[src/rtl/dtbc_pkg.sv]
// shared constants, types and helper functions for the broadcast time codec
package dtbc_pkg;

  // stages inside the datapath modules; the top level adds one output stage
  localparam int MSTG = 8;

  typedef struct packed {
    logic [MSTG-1:0] ld;
  } pipe_ctrl_t;

  // operation codes
  localparam logic [1:0] FUNC_DATE    = 2'd0;
  localparam logic [1:0] FUNC_DUR2SEC = 2'd1;
  localparam logic [1:0] FUNC_SEC2DUR = 2'd2;

  // date path, year term: (20*mjd - 301564) / 7305
  localparam logic [15:0] MJD_MIN   = 16'd15079;
  localparam logic [20:0] YP_OFS    = 21'd301564;
  localparam logic [20:0] YP_DIV    = 21'd7305;
  localparam logic [19:0] RECIP_Y   = 20'((64'd1 << 32) / 64'd7305);
  localparam logic [18:0] A_MUL     = 19'd1461;
  localparam logic [17:0] MJD_BASE  = 18'd14956;
  // date path, month term: (10000*t - 1000) / 306001
  localparam logic [22:0] T_SCALE   = 23'd10000;
  localparam logic [22:0] T_OFS     = 23'd1000;
  localparam logic [23:0] M_DIV     = 24'd306001;
  localparam logic [13:0] RECIP_M   = 14'((64'd1 << 32) / 64'd306001);
  localparam logic [10:0] YEAR_BASE = 11'd1900;

  // time of day and unix time
  localparam logic [32:0] SEC_DAY   = 33'd86400;
  localparam logic [32:0] UNIX_OFS  = 33'(64'd40587 * 64'd86400);
  localparam logic [19:0] SEC_HOUR  = 20'd3600;
  localparam logic [19:0] SEC_MIN   = 20'd60;

  // seconds to duration: secs/3600 = (secs>>4)/225
  localparam logic [27:0] H_DIV     = 28'd225;
  localparam logic [24:0] RECIP_H   = 25'((64'd1 << 32) / 64'd225);
  localparam logic [11:0] MIN_DIV   = 12'd60;
  localparam logic [12:0] RECIP_MIN = 13'((64'd1 << 18) / 64'd60);
  localparam logic [19:0] BCD_MAX   = 20'd99;

  // bcd byte weighted as tens and units, nibbles unchecked
  function automatic logic [7:0] bcd_val(input logic [7:0] b);
    return 8'({b[7:4], 3'b000}) + 8'({b[7:4], 1'b0}) + 8'(b[3:0]);
  endfunction

  // value 0..99 to bcd byte
  function automatic logic [7:0] to_bcd(input logic [6:0] v);
    logic [14:0] p;
    logic [3:0]  tens;
    logic [6:0]  ones;
    p    = 15'(v) * 15'd205;
    tens = p[14:11];
    ones = v - 7'({tens, 3'b000}) - 7'({tens, 1'b0});
    return {tens, ones[3:0]};
  endfunction

  // floor(mp * 30.6001)
  function automatic logic [8:0] mon_days(input logic [3:0] mp);
    logic [8:0] d;
    case (mp)
      4'd0:    d = 9'd0;
      4'd1:    d = 9'd30;
      4'd2:    d = 9'd61;
      4'd3:    d = 9'd91;
      4'd4:    d = 9'd122;
      4'd5:    d = 9'd153;
      4'd6:    d = 9'd183;
      4'd7:    d = 9'd214;
      4'd8:    d = 9'd244;
      4'd9:    d = 9'd275;
      4'd10:   d = 9'd306;
      4'd11:   d = 9'd336;
      4'd12:   d = 9'd367;
      4'd13:   d = 9'd397;
      4'd14:   d = 9'd428;
      4'd15:   d = 9'd459;
      default: d = 9'd0;
    endcase
    return d;
  endfunction

endpackage

[src/rtl/dtbc_date.sv]
// mjd to calendar date pipeline, eight stages
module dtbc_date import dtbc_pkg::*; (
  input  logic        clk,
  input  pipe_ctrl_t  ctrl,
  input  logic [15:0] mjd,
  output logic        date_valid,
  output logic [10:0] year,
  output logic [3:0]  month,
  output logic [4:0]  day
);

  // stage 0: scaled year numerator
  logic [20:0] xw;
  logic [19:0] x0_nxt, x0_r;
  logic [15:0] mjd0_r;
  logic        ok0_nxt, ok0_r;
  // stage 1: reciprocal product
  logic [39:0] prod1_nxt, prod1_r;
  logic [19:0] x1_r;
  logic [15:0] mjd1_r;
  logic        ok1_r;
  // stage 2: year quotient with correction
  logic [7:0]  yp0;
  logic [20:0] rem2;
  logic [7:0]  yp2_nxt, yp2_r;
  logic [15:0] mjd2_r;
  logic        ok2_r;
  // stage 3: int(yp * 365.25)
  logic [18:0] a_prod;
  logic [16:0] a3_nxt, a3_r;
  logic [7:0]  yp3_r;
  logic [15:0] mjd3_r;
  logic        ok3_r;
  // stage 4: day in year and month numerator
  logic [17:0] t_full;
  logic [8:0]  t4_nxt, t4_r;
  logic [22:0] num4_nxt, num4_r;
  logic [7:0]  yp4_r;
  logic        ok4_r;
  // stage 5: month reciprocal product
  logic [36:0] prod5_nxt, prod5_r;
  logic [22:0] num5_r;
  logic [8:0]  t5_r;
  logic [7:0]  yp5_r;
  logic        ok5_r;
  // stage 6: month quotient with correction
  logic [4:0]  mp0;
  logic [23:0] rem6;
  logic [4:0]  mp6_nxt, mp6_r;
  logic [8:0]  t6_r;
  logic [7:0]  yp6_r;
  logic        ok6_r;
  // stage 7: final fields
  logic [8:0]  b7;
  logic        k7;
  logic [8:0]  d7;
  logic [4:0]  mon7;
  logic        valid_nxt, valid_r;
  logic [10:0] year_nxt, year_r;
  logic [3:0]  month_nxt, month_r;
  logic [4:0]  day_nxt, day_r;

  assign xw      = 21'({mjd, 4'b0000}) + 21'({mjd, 2'b00}) - YP_OFS;
  assign x0_nxt  = xw[19:0];
  assign ok0_nxt = (mjd >= MJD_MIN);

  assign prod1_nxt = 40'(x0_r) * 40'(RECIP_Y);

  assign yp0     = prod1_r[39:32];
  assign rem2    = 21'(x1_r) - 21'(yp0) * YP_DIV;
  assign yp2_nxt = yp0 + 8'(rem2 >= YP_DIV);

  assign a_prod = 19'(yp2_r) * A_MUL;
  assign a3_nxt = a_prod[18:2];

  assign t_full   = 18'(mjd3_r) - MJD_BASE - 18'(a3_r);
  assign t4_nxt   = t_full[8:0];
  assign num4_nxt = 23'(t4_nxt) * T_SCALE - T_OFS;

  assign prod5_nxt = 37'(num4_r) * 37'(RECIP_M);

  assign mp0     = prod5_r[36:32];
  assign rem6    = 24'(num5_r) - 24'(mp0) * M_DIV;
  assign mp6_nxt = mp0 + 5'(rem6 >= M_DIV);

  // months 14 and 15 roll into january and february of the next year
  assign b7        = mon_days(mp6_r[3:0]);
  assign k7        = (mp6_r == 5'd14) || (mp6_r == 5'd15);
  assign d7        = t6_r - b7;
  assign mon7      = mp6_r - 5'd1 - (k7 ? 5'd12 : 5'd0);
  assign valid_nxt = ok6_r;
  assign year_nxt  = ok6_r ? (YEAR_BASE + 11'(yp6_r) + 11'(k7)) : 11'd0;
  assign month_nxt = ok6_r ? mon7[3:0] : 4'd0;
  assign day_nxt   = ok6_r ? d7[4:0] : 5'd0;

  always_ff @(posedge clk) begin
    if (ctrl.ld[0]) begin
      x0_r   <= x0_nxt;
      mjd0_r <= mjd;
      ok0_r  <= ok0_nxt;
    end
    if (ctrl.ld[1]) begin
      prod1_r <= prod1_nxt;
      x1_r    <= x0_r;
      mjd1_r  <= mjd0_r;
      ok1_r   <= ok0_r;
    end
    if (ctrl.ld[2]) begin
      yp2_r  <= yp2_nxt;
      mjd2_r <= mjd1_r;
      ok2_r  <= ok1_r;
    end
    if (ctrl.ld[3]) begin
      a3_r   <= a3_nxt;
      yp3_r  <= yp2_r;
      mjd3_r <= mjd2_r;
      ok3_r  <= ok2_r;
    end
    if (ctrl.ld[4]) begin
      t4_r   <= t4_nxt;
      num4_r <= num4_nxt;
      yp4_r  <= yp3_r;
      ok4_r  <= ok3_r;
    end
    if (ctrl.ld[5]) begin
      prod5_r <= prod5_nxt;
      num5_r  <= num4_r;
      t5_r    <= t4_r;
      yp5_r   <= yp4_r;
      ok5_r   <= ok4_r;
    end
    if (ctrl.ld[6]) begin
      mp6_r <= mp6_nxt;
      t6_r  <= t5_r;
      yp6_r <= yp5_r;
      ok6_r <= ok5_r;
    end
    if (ctrl.ld[7]) begin
      valid_r <= valid_nxt;
      year_r  <= year_nxt;
      month_r <= month_nxt;
      day_r   <= day_nxt;
    end
  end

  assign date_valid = valid_r;
  assign year       = year_r;
  assign month      = month_r;
  assign day        = day_r;

endmodule

[src/rtl/dtbc_clock.sv]
// bcd time of day decode, unix seconds and duration-to-seconds pipeline
module dtbc_clock import dtbc_pkg::*; (
  input  logic        clk,
  input  pipe_ctrl_t  ctrl,
  input  logic [1:0]  func,
  input  logic [39:0] dvb_time,
  input  logic [23:0] duration_bcd,
  output logic [7:0]  hour,
  output logic [7:0]  minute,
  output logic [7:0]  second,
  output logic [32:0] unix_seconds,
  output logic [19:0] tod
);

  typedef struct packed {
    logic [7:0]  hour;
    logic [7:0]  minute;
    logic [7:0]  second;
    logic [32:0] unix;
    logic [19:0] tod;
  } tword_t;

  logic [23:0] src;
  logic [7:0]  h0_nxt, m0_nxt, s0_nxt;
  logic [7:0]  h0_r, m0_r, s0_r;
  logic [15:0] mjd0_r;
  logic [19:0] tod1_nxt, tod1_r;
  logic [32:0] day1_nxt, day1_r;
  logic [7:0]  h1_r, m1_r, s1_r;
  tword_t      st_nxt;
  tword_t      st_r [2:MSTG-1];

  // duration words share the bcd decode with the date word
  assign src    = (func == FUNC_DUR2SEC) ? duration_bcd : dvb_time[23:0];
  assign h0_nxt = bcd_val(src[23:16]);
  assign m0_nxt = bcd_val(src[15:8]);
  assign s0_nxt = bcd_val(src[7:0]);

  assign tod1_nxt = 20'(h0_r) * SEC_HOUR + 20'(m0_r) * SEC_MIN + 20'(s0_r);
  assign day1_nxt = 33'(mjd0_r) * SEC_DAY;

  always_comb begin
    st_nxt.hour   = h1_r;
    st_nxt.minute = m1_r;
    st_nxt.second = s1_r;
    st_nxt.unix   = day1_r - UNIX_OFS + 33'(tod1_r);
    st_nxt.tod    = tod1_r;
  end

  always_ff @(posedge clk) begin
    if (ctrl.ld[0]) begin
      h0_r   <= h0_nxt;
      m0_r   <= m0_nxt;
      s0_r   <= s0_nxt;
      mjd0_r <= dvb_time[39:24];
    end
    if (ctrl.ld[1]) begin
      tod1_r <= tod1_nxt;
      day1_r <= day1_nxt;
      h1_r   <= h0_r;
      m1_r   <= m0_r;
      s1_r   <= s0_r;
    end
    if (ctrl.ld[2]) begin
      st_r[2] <= st_nxt;
    end
    for (int k = 3; k < MSTG; k++) begin
      if (ctrl.ld[k]) begin
        st_r[k] <= st_r[k-1];
      end
    end
  end

  assign hour         = st_r[MSTG-1].hour;
  assign minute       = st_r[MSTG-1].minute;
  assign second       = st_r[MSTG-1].second;
  assign unix_seconds = st_r[MSTG-1].unix;
  assign tod          = st_r[MSTG-1].tod;

endmodule

[src/rtl/dtbc_dur.sv]
// seconds to bcd duration pipeline
module dtbc_dur import dtbc_pkg::*; (
  input  logic        clk,
  input  pipe_ctrl_t  ctrl,
  input  logic [30:0] seconds_in,
  output logic [23:0] duration_out
);

  logic [26:0] q0_r;
  logic [3:0]  lo0_r;
  logic [51:0] prod1_nxt, prod1_r;
  logic [26:0] q1_r;
  logic [3:0]  lo1_r;
  logic [19:0] h0;
  logic [27:0] rem2;
  logic        fix2;
  logic [19:0] h2_nxt, h2_r;
  logic [7:0]  r2_nxt, r2_r;
  logic [3:0]  lo2_r;
  logic [11:0] rest3;
  logic [24:0] mprod3;
  logic [6:0]  m3_nxt, m3_r;
  logic [11:0] rest3_r;
  logic [6:0]  h3_nxt, h3_r;
  logic [11:0] rem4;
  logic        fix4;
  logic [6:0]  m4_nxt, m4_r;
  logic [6:0]  s4_nxt, s4_r;
  logic [6:0]  h4_r;
  logic [23:0] bcd5_nxt;
  logic [23:0] bcd_r [5:MSTG-1];

  // hours: (secs >> 4) / 225, reciprocal estimate is low by at most one
  assign prod1_nxt = 52'(q0_r) * 52'(RECIP_H);

  assign h0     = prod1_r[51:32];
  assign rem2   = 28'(q1_r) - 28'(h0) * H_DIV;
  assign fix2   = (rem2 >= H_DIV);
  assign h2_nxt = h0 + 20'(fix2);
  assign r2_nxt = fix2 ? 8'(rem2 - H_DIV) : rem2[7:0];

  // remainder within the hour, then minutes by reciprocal of 60
  assign rest3  = {r2_r, lo2_r};
  assign mprod3 = 25'(rest3) * 25'(RECIP_MIN);
  assign m3_nxt = mprod3[24:18];
  // hours outside 0..99 encode as zero
  assign h3_nxt = (h2_r > BCD_MAX) ? 7'd0 : h2_r[6:0];

  assign rem4   = rest3_r - 12'(m3_r) * MIN_DIV;
  assign fix4   = (rem4 >= MIN_DIV);
  assign m4_nxt = m3_r + 7'(fix4);
  assign s4_nxt = fix4 ? 7'(rem4 - MIN_DIV) : rem4[6:0];

  assign bcd5_nxt = {to_bcd(h4_r), to_bcd(m4_r), to_bcd(s4_r)};

  always_ff @(posedge clk) begin
    if (ctrl.ld[0]) begin
      q0_r  <= seconds_in[30:4];
      lo0_r <= seconds_in[3:0];
    end
    if (ctrl.ld[1]) begin
      prod1_r <= prod1_nxt;
      q1_r    <= q0_r;
      lo1_r   <= lo0_r;
    end
    if (ctrl.ld[2]) begin
      h2_r  <= h2_nxt;
      r2_r  <= r2_nxt;
      lo2_r <= lo1_r;
    end
    if (ctrl.ld[3]) begin
      m3_r    <= m3_nxt;
      rest3_r <= rest3;
      h3_r    <= h3_nxt;
    end
    if (ctrl.ld[4]) begin
      m4_r <= m4_nxt;
      s4_r <= s4_nxt;
      h4_r <= h3_r;
    end
    if (ctrl.ld[5]) begin
      bcd_r[5] <= bcd5_nxt;
    end
    for (int k = 6; k < MSTG; k++) begin
      if (ctrl.ld[k]) begin
        bcd_r[k] <= bcd_r[k-1];
      end
    end
  end

  assign duration_out = bcd_r[MSTG-1];

endmodule

[src/rtl/dvb_time_bcd_codec_top.sv]
// top level of the broadcast time and bcd duration codec
//
// one word in, one word out, no state between words. in_func picks the
// operation: 0 splits a 40-bit broadcast utc word (16-bit mjd, bcd hour,
// minute, second) into year, month, day, decoded time fields and signed
// utc seconds since 1970; 1 turns a bcd hh:mm:ss duration into seconds;
// 2 turns seconds into a bcd hh:mm:ss duration, hours above 99 giving 00.
// fields that do not belong to the chosen operation read as zero, and
// code 3 gives an all-zero word. an mjd below 15079 clears date_valid and
// the date fields while time fields and unix seconds are still given.
// the datapath is nine register stages deep, and a new word can be
// accepted at every clock unless a stall on out_ready has filled every
// stage. each stage holds its own valid bit and loads whenever it is
// empty or its successor moves, so bubbles close up and in_ready stays
// high while a finished word waits on out_ready as long as some stage
// is free. no reset-time sweep, words are taken right after reset.
module dvb_time_bcd_codec_top import dtbc_pkg::*; (
  input  logic               clk,
  input  logic               rst_n,
  // input channel
  input  logic               in_valid,
  output logic               in_ready,
  input  logic [1:0]         in_func,
  input  logic [39:0]        in_dvb_time,
  input  logic [23:0]        in_duration_bcd,
  input  logic [30:0]        in_seconds_in,
  // result channel
  output logic               out_valid,
  input  logic               out_ready,
  output logic               out_date_valid,
  output logic [10:0]        out_year,
  output logic [3:0]         out_month,
  output logic [4:0]         out_day,
  output logic [7:0]         out_hour,
  output logic [7:0]         out_minute,
  output logic [7:0]         out_second,
  output logic signed [32:0] out_unix_seconds,
  output logic [19:0]        out_total_seconds,
  output logic [23:0]        out_duration_out
);

  // stage control: ld[i] loads stage i, ld[MSTG] loads the output register
  logic [MSTG:0]   ld;
  logic [MSTG-1:0] v_r, v_nxt;
  logic            out_valid_r, out_valid_nxt;
  pipe_ctrl_t      ctrl;
  logic [1:0]      func_r [MSTG];

  // datapath results at the last internal stage
  logic        dt_valid;
  logic [10:0] dt_year;
  logic [3:0]  dt_month;
  logic [4:0]  dt_day;
  logic [7:0]  ck_hour, ck_minute, ck_second;
  logic [32:0] ck_unix;
  logic [19:0] ck_tod;
  logic [23:0] du_word;

  // output register
  logic        date_valid_nxt, date_valid_r;
  logic [10:0] year_nxt, year_r;
  logic [3:0]  month_nxt, month_r;
  logic [4:0]  day_nxt, day_r;
  logic [7:0]  hour_nxt, hour_r;
  logic [7:0]  minute_nxt, minute_r;
  logic [7:0]  second_nxt, second_r;
  logic [32:0] unix_nxt, unix_r;
  logic [19:0] total_nxt, total_r;
  logic [23:0] dur_nxt, dur_r;

  // a stage may load when it is empty or when its contents move on
  always_comb begin
    ld[MSTG] = !out_valid_r || out_ready;
    for (int i = MSTG - 1; i >= 0; i--) begin
      ld[i] = !v_r[i] || ld[i+1];
    end
  end

  assign in_ready = ld[0];
  assign ctrl.ld  = ld[MSTG-1:0];

  always_comb begin
    v_nxt[0] = ld[0] ? in_valid : v_r[0];
    for (int i = 1; i < MSTG; i++) begin
      v_nxt[i] = ld[i] ? v_r[i-1] : v_r[i];
    end
    out_valid_nxt = ld[MSTG] ? v_r[MSTG-1] : out_valid_r;
  end

  always_ff @(posedge clk) begin
    if (!rst_n) begin
      v_r         <= '0;
      out_valid_r <= 1'b0;
    end else begin
      v_r         <= v_nxt;
      out_valid_r <= out_valid_nxt;
    end
  end

  // operation code travels alongside the data
  always_ff @(posedge clk) begin
    if (ld[0]) begin
      func_r[0] <= in_func;
    end
    for (int k = 1; k < MSTG; k++) begin
      if (ld[k]) begin
        func_r[k] <= func_r[k-1];
      end
    end
  end

  dtbc_date u_date (
    .clk        (clk),
    .ctrl       (ctrl),
    .mjd        (in_dvb_time[39:24]),
    .date_valid (dt_valid),
    .year       (dt_year),
    .month      (dt_month),
    .day        (dt_day)
  );

  dtbc_clock u_clock (
    .clk          (clk),
    .ctrl         (ctrl),
    .func         (in_func),
    .dvb_time     (in_dvb_time),
    .duration_bcd (in_duration_bcd),
    .hour         (ck_hour),
    .minute       (ck_minute),
    .second       (ck_second),
    .unix_seconds (ck_unix),
    .tod          (ck_tod)
  );

  dtbc_dur u_dur (
    .clk          (clk),
    .ctrl         (ctrl),
    .seconds_in   (in_seconds_in),
    .duration_out (du_word)
  );

  // select the fields of the chosen operation, the rest read as zero
  always_comb begin
    date_valid_nxt = 1'b0;
    year_nxt       = '0;
    month_nxt      = '0;
    day_nxt        = '0;
    hour_nxt       = '0;
    minute_nxt     = '0;
    second_nxt     = '0;
    unix_nxt       = '0;
    total_nxt      = '0;
    dur_nxt        = '0;
    case (func_r[MSTG-1])
      FUNC_DATE: begin
        date_valid_nxt = dt_valid;
        year_nxt       = dt_year;
        month_nxt      = dt_month;
        day_nxt        = dt_day;
        hour_nxt       = ck_hour;
        minute_nxt     = ck_minute;
        second_nxt     = ck_second;
        unix_nxt       = ck_unix;
      end
      FUNC_DUR2SEC: begin
        total_nxt = ck_tod;
      end
      FUNC_SEC2DUR: begin
        dur_nxt = du_word;
      end
      default: begin
        dur_nxt = '0;
      end
    endcase
  end

  always_ff @(posedge clk) begin
    if (ld[MSTG]) begin
      date_valid_r <= date_valid_nxt;
      year_r       <= year_nxt;
      month_r      <= month_nxt;
      day_r        <= day_nxt;
      hour_r       <= hour_nxt;
      minute_r     <= minute_nxt;
      second_r     <= second_nxt;
      unix_r       <= unix_nxt;
      total_r      <= total_nxt;
      dur_r        <= dur_nxt;
    end
  end

  assign out_valid         = out_valid_r;
  assign out_date_valid    = date_valid_r;
  assign out_year          = year_r;
  assign out_month         = month_r;
  assign out_day           = day_r;
  assign out_hour          = hour_r;
  assign out_minute        = minute_r;
  assign out_second        = second_r;
  assign out_unix_seconds  = $signed(unix_r);
  assign out_total_seconds = total_r;
  assign out_duration_out  = dur_r;

endmodule

[config.mk]
export PLATFORM = sky130hd
export DESIGN_NAME = dvb_time_bcd_codec_top
export DESIGN_NICKNAME = d
export VERILOG_FILES = /design/src/rtl/dtbc_pkg.sv /design/src/rtl/dtbc_date.sv /design/src/rtl/dtbc_clock.sv /design/src/rtl/dtbc_dur.sv /design/src/rtl/dvb_time_bcd_codec_top.sv
export SDC_FILE = /design/constraint.sdc
export NUM_CORES = 2
export LEC_CHECK = 0
export BUFFER_PORTS_ARGS = -buffer_cell sky130_fd_sc_hd__buf_4
export CORE_MARGIN = 2
export CORE_UTILIZATION = 60
export DETAILED_ROUTE_END_ITERATION = 8
export PLACE_DENSITY = 0.81
export SETUP_SLACK_MARGIN = 0.02
export SLEW_MARGIN = 20
export SYNTH_ARGS = -nofsm -noshare
export SYNTH_HDL_FRONTEND = slang
export SYNTH_SLANG_ARGS = --single-unit
[constraint.sdc]
create_clock -name clk -period 9.9 [get_ports clk]
set_input_delay 1.98 -clock clk [delete_from_list [all_inputs] [get_ports clk]]
set_output_delay 1.98 -clock clk [all_outputs]
set_load 0.05 [all_outputs]
==> impl_metrics.py <==
metrics = {
    "outcome": {
        "status": "finished, final reports clean",
    },
    "global_route": {
        "grt_pass1_wl_um": 264200,
        "grt_max_degree": 126,
        "gr-total-overflow": 0,
        "grt_pass1_vias": 50790,
        "grt_usage": 0.2419,
        "antenna_found_initial": 5,
    },
    "timing": {
        "worst_slew_pin_slew_ns": 1.014,
        "fin_skew_ns": 0.07668,
        "period_minus_slack_ns": 7.340,
        "setup_viol": 0,
        "slew_headroom": 0.3238,
        "drv_slew": 0,
        "finalHoldViolations": 0,
        "rsz0062_at_grt": "no",
        "period_share": 0.7414,
        "fin_tns_setup_ns": 0,
        "max_freq_mhz": 136.2,
    },
    "floorplan": {
        "rows": 134,
        "io_pins": 225,
        "die_area_mm2": 0.1381,
        "die_h_um": 371.6,
        "coreArea_mm2": 0.1338,
        "start_util": 0.6061,
        "die_width_um": 371.6,
    },
    "placed_design": {
        "io_buffers": 224,
        "place_inst": 8386,
        "dp_hpwl_um": 121900,
        "gp_congestion": 0.9208,
    },
    "cts": {
        "cts_buffers": 112,
        "root_buffer": "clkbuf_16",
        "h-tree-depth": 3,
        "cts.clk_slew.worst_paths_ns": 0.06,
        "cts_resized": 0,
        "post_cts_buffers": 0,
        "ctsLongestPathBuffers": 3,
        "cts_tree": "built",
        "insertion_delay_ns": 0.77,
        "cts_hold_buffers": 0,
        "cts_sinks": 1109,
    },
    "synth": {
        "synth-compound-area-share": 0.05737,
        "netlist.top_cell.by_area": "edfxtp_1",
        "synth-seq-cells": 1109,
        "synth_commonest_cells": "inv_1, ha_1, edfxtp_1, fa_1, a21oi_1",
        "yosysWarnings": 0,
        "async_reset_ff_frac": 0,
        "yosysSeqAreaShare": 0.4089,
        "syn_nets": 8528,
        "synth_top_family_by_area": "adder cells",
        "syn_inst": 6416,
        "yosys.area_share.simple": 0.05394,
        "synth_edf_count": 1095,
        "synth.most_common_cell": "inv_1",
        "synth_fa_ha_area_frac": 0.3745,
        "synth_top_area_share": 0.4055,
        "synthTopCellsByArea": "edfxtp_1, ha_1, fa_1",
        "syn_area_mm2": 0.08109,
        "synth_xor_area_frac": 0.03304,
        "synth-main-ff-cell": "edfxtp_1",
        "avgSynthCellArea_um2": 12.64,
        "muxShareOfSynthArea": 0.006434,
        "synthDistinctLibCells": 92,
    },
    "detailed_routing": {
        "vias_per_cell": 5.489,
        "drt_iter0_drc": 2630,
        "drt-pass1-iter-count": 8,
        "remaining_drc_errors": 0,
        "drt-wirelength-per-cell_um": 18.81,
        "dr_total_vias": 47186,
        "wl_um": 161700,
        "antenna_left": 0,
    },
    "critical_path": {
        "start_kind": "flip-flop",
        "critPathKind": "reg2reg",
        "critPathRequiredTime_ns": 10.37,
        "end_kind": "flip-flop",
        "cp_max_fo": 15,
        "cp.arrival_ns": 7.81,
    },
    "layout": {
        "fin_nets": 8844,
        "layout-area-overhead-vs-synth_pct": 9.506,
        "drive_gt1_frac": 0.07088,
        "fin_cells": 8596,
        "diodes": 0,
    },
    "hold_path": {
        "holdCritPathClass": "reg2reg",
    },
    "job": {
        "drv_cap": 0,
    },
}
path summary, 6_finish.rpt:
path / end / slack [ns] / cells after the start / from
max: u_dur.h2_r[18] / 2.56 / 27 / u_dur.prod1_r[39]
min: u_clock.st_r[0][247] / 0.37 / 0 / u_clock.st_r[0][170]
max reg2reg: u_dur.h2_r[18] / 2.56 / 27 / u_dur.prod1_r[39]
min reg2reg: u_clock.st_r[0][247] / 0.37 / 0 / u_clock.st_r[0][170]
flip-flops by register name, indices dropped and copies added, names as in the netlist, 19 cells and up:
name	cells
out_duration_out	24
out_total_seconds	20
out_unix_seconds	31
u_clock.day1_r	25
u_clock.st_r	408
u_date.num4_r	19
u_date.num5_r	19
u_dur.bcd_r	72
u_dur.h2_r	20
u_dur.prod1_r	20
u_dur.q0_r	27
u_dur.q1_r	27
kinds of logic (layout without fill, tap and decap cells):
family | after synthesis | in the layout
AOI/OAI and AO/OA | 708 | 708
xor gates and xnor gates | 298 | 298
adders and majority gates | 2011 | 2011
buffers and inverters | 1413 | 1825
DFF | 1109 | 1109
muxes | 46 | 46
and+or+nand+nor | 831 | 831
critical path, cell delays in order (launching register included):
cell,delay (ns)
edfxtp_1,0.52
inv_1,0.11
fa_1,0.54
inv_1,0.04
ha_1,0.26
inv_1,0.05
fa_1,0.54
inv_1,0.06
fa_1,0.52
inv_1,0.04
ha_1,0.58
nand2_1,0.18
o21ai_0,0.29
a22oi_1,0.16
a31oi_1,0.19
mux2_2,0.36
a2111oi_0,0.44
and4_1,0.35
nand2_1,0.16
or3_1,0.42
ha_1,0.24
ha_1,0.23
and3_1,0.20
and3_1,0.24
nand3_1,0.13
nor2_1,0.08
nand2_1,0.08
xnor2_1,0.06
per-stage QoR:
step | instance area [um2] | setup WS [ns] | hold slack, ns | utilization
2_1_floorplan | 81090 | 2.576 | 0.4003 | -
6_report | 88800 | 2.560 | 0.3723 | 0.6637
3_3_place_gp | 85010 | 2.738 | 0.4003 | 0.6354
5_1_grt | 88800 | 2.048 | 0.3786 | 0.6637
4_1_cts | 88790 | 2.634 | 0.3764 | 0.6636
3_5_place_dp | 85010 | 2.657 | 0.4045 | 0.6354
routing by layer:
metal | global-route usage | wire (um)
met1 | 0.3180 | 68670
met5 | 0 | 13
met2 | 0.4239 | 81950
met4 | 0.07235 | 4267
met3 | 0.02629 | 6767
final cells by class:
type	count	area, um2
Clock buffer	124	2848
Timing Repair Buffer	239	1814
Multi-Input combinational cell	3894	42650
Sequential cell	1109	33160
Inverter	1376	5175
Clock inverter	86	937.1
Fill cell	9431	44990
Tap cell	1768	2212
cells in the final DEF, fill, tap and decap left out, types with 112 or more instances in the layout:
cell type	n
ha_1	1317
o21ai_0	112
nand2_1	156
edfxtp_1	1095
clkbuf_16	112
a21oi_1	218
buf_4	236
inv_1	1372
nor2_1	156
xnor2_1	202
and2_1	158
fa_1	694
Power is left out: the tool's default activity adds up to more than one toggle a clock period on the data nets, which glitch-free logic cannot reach.
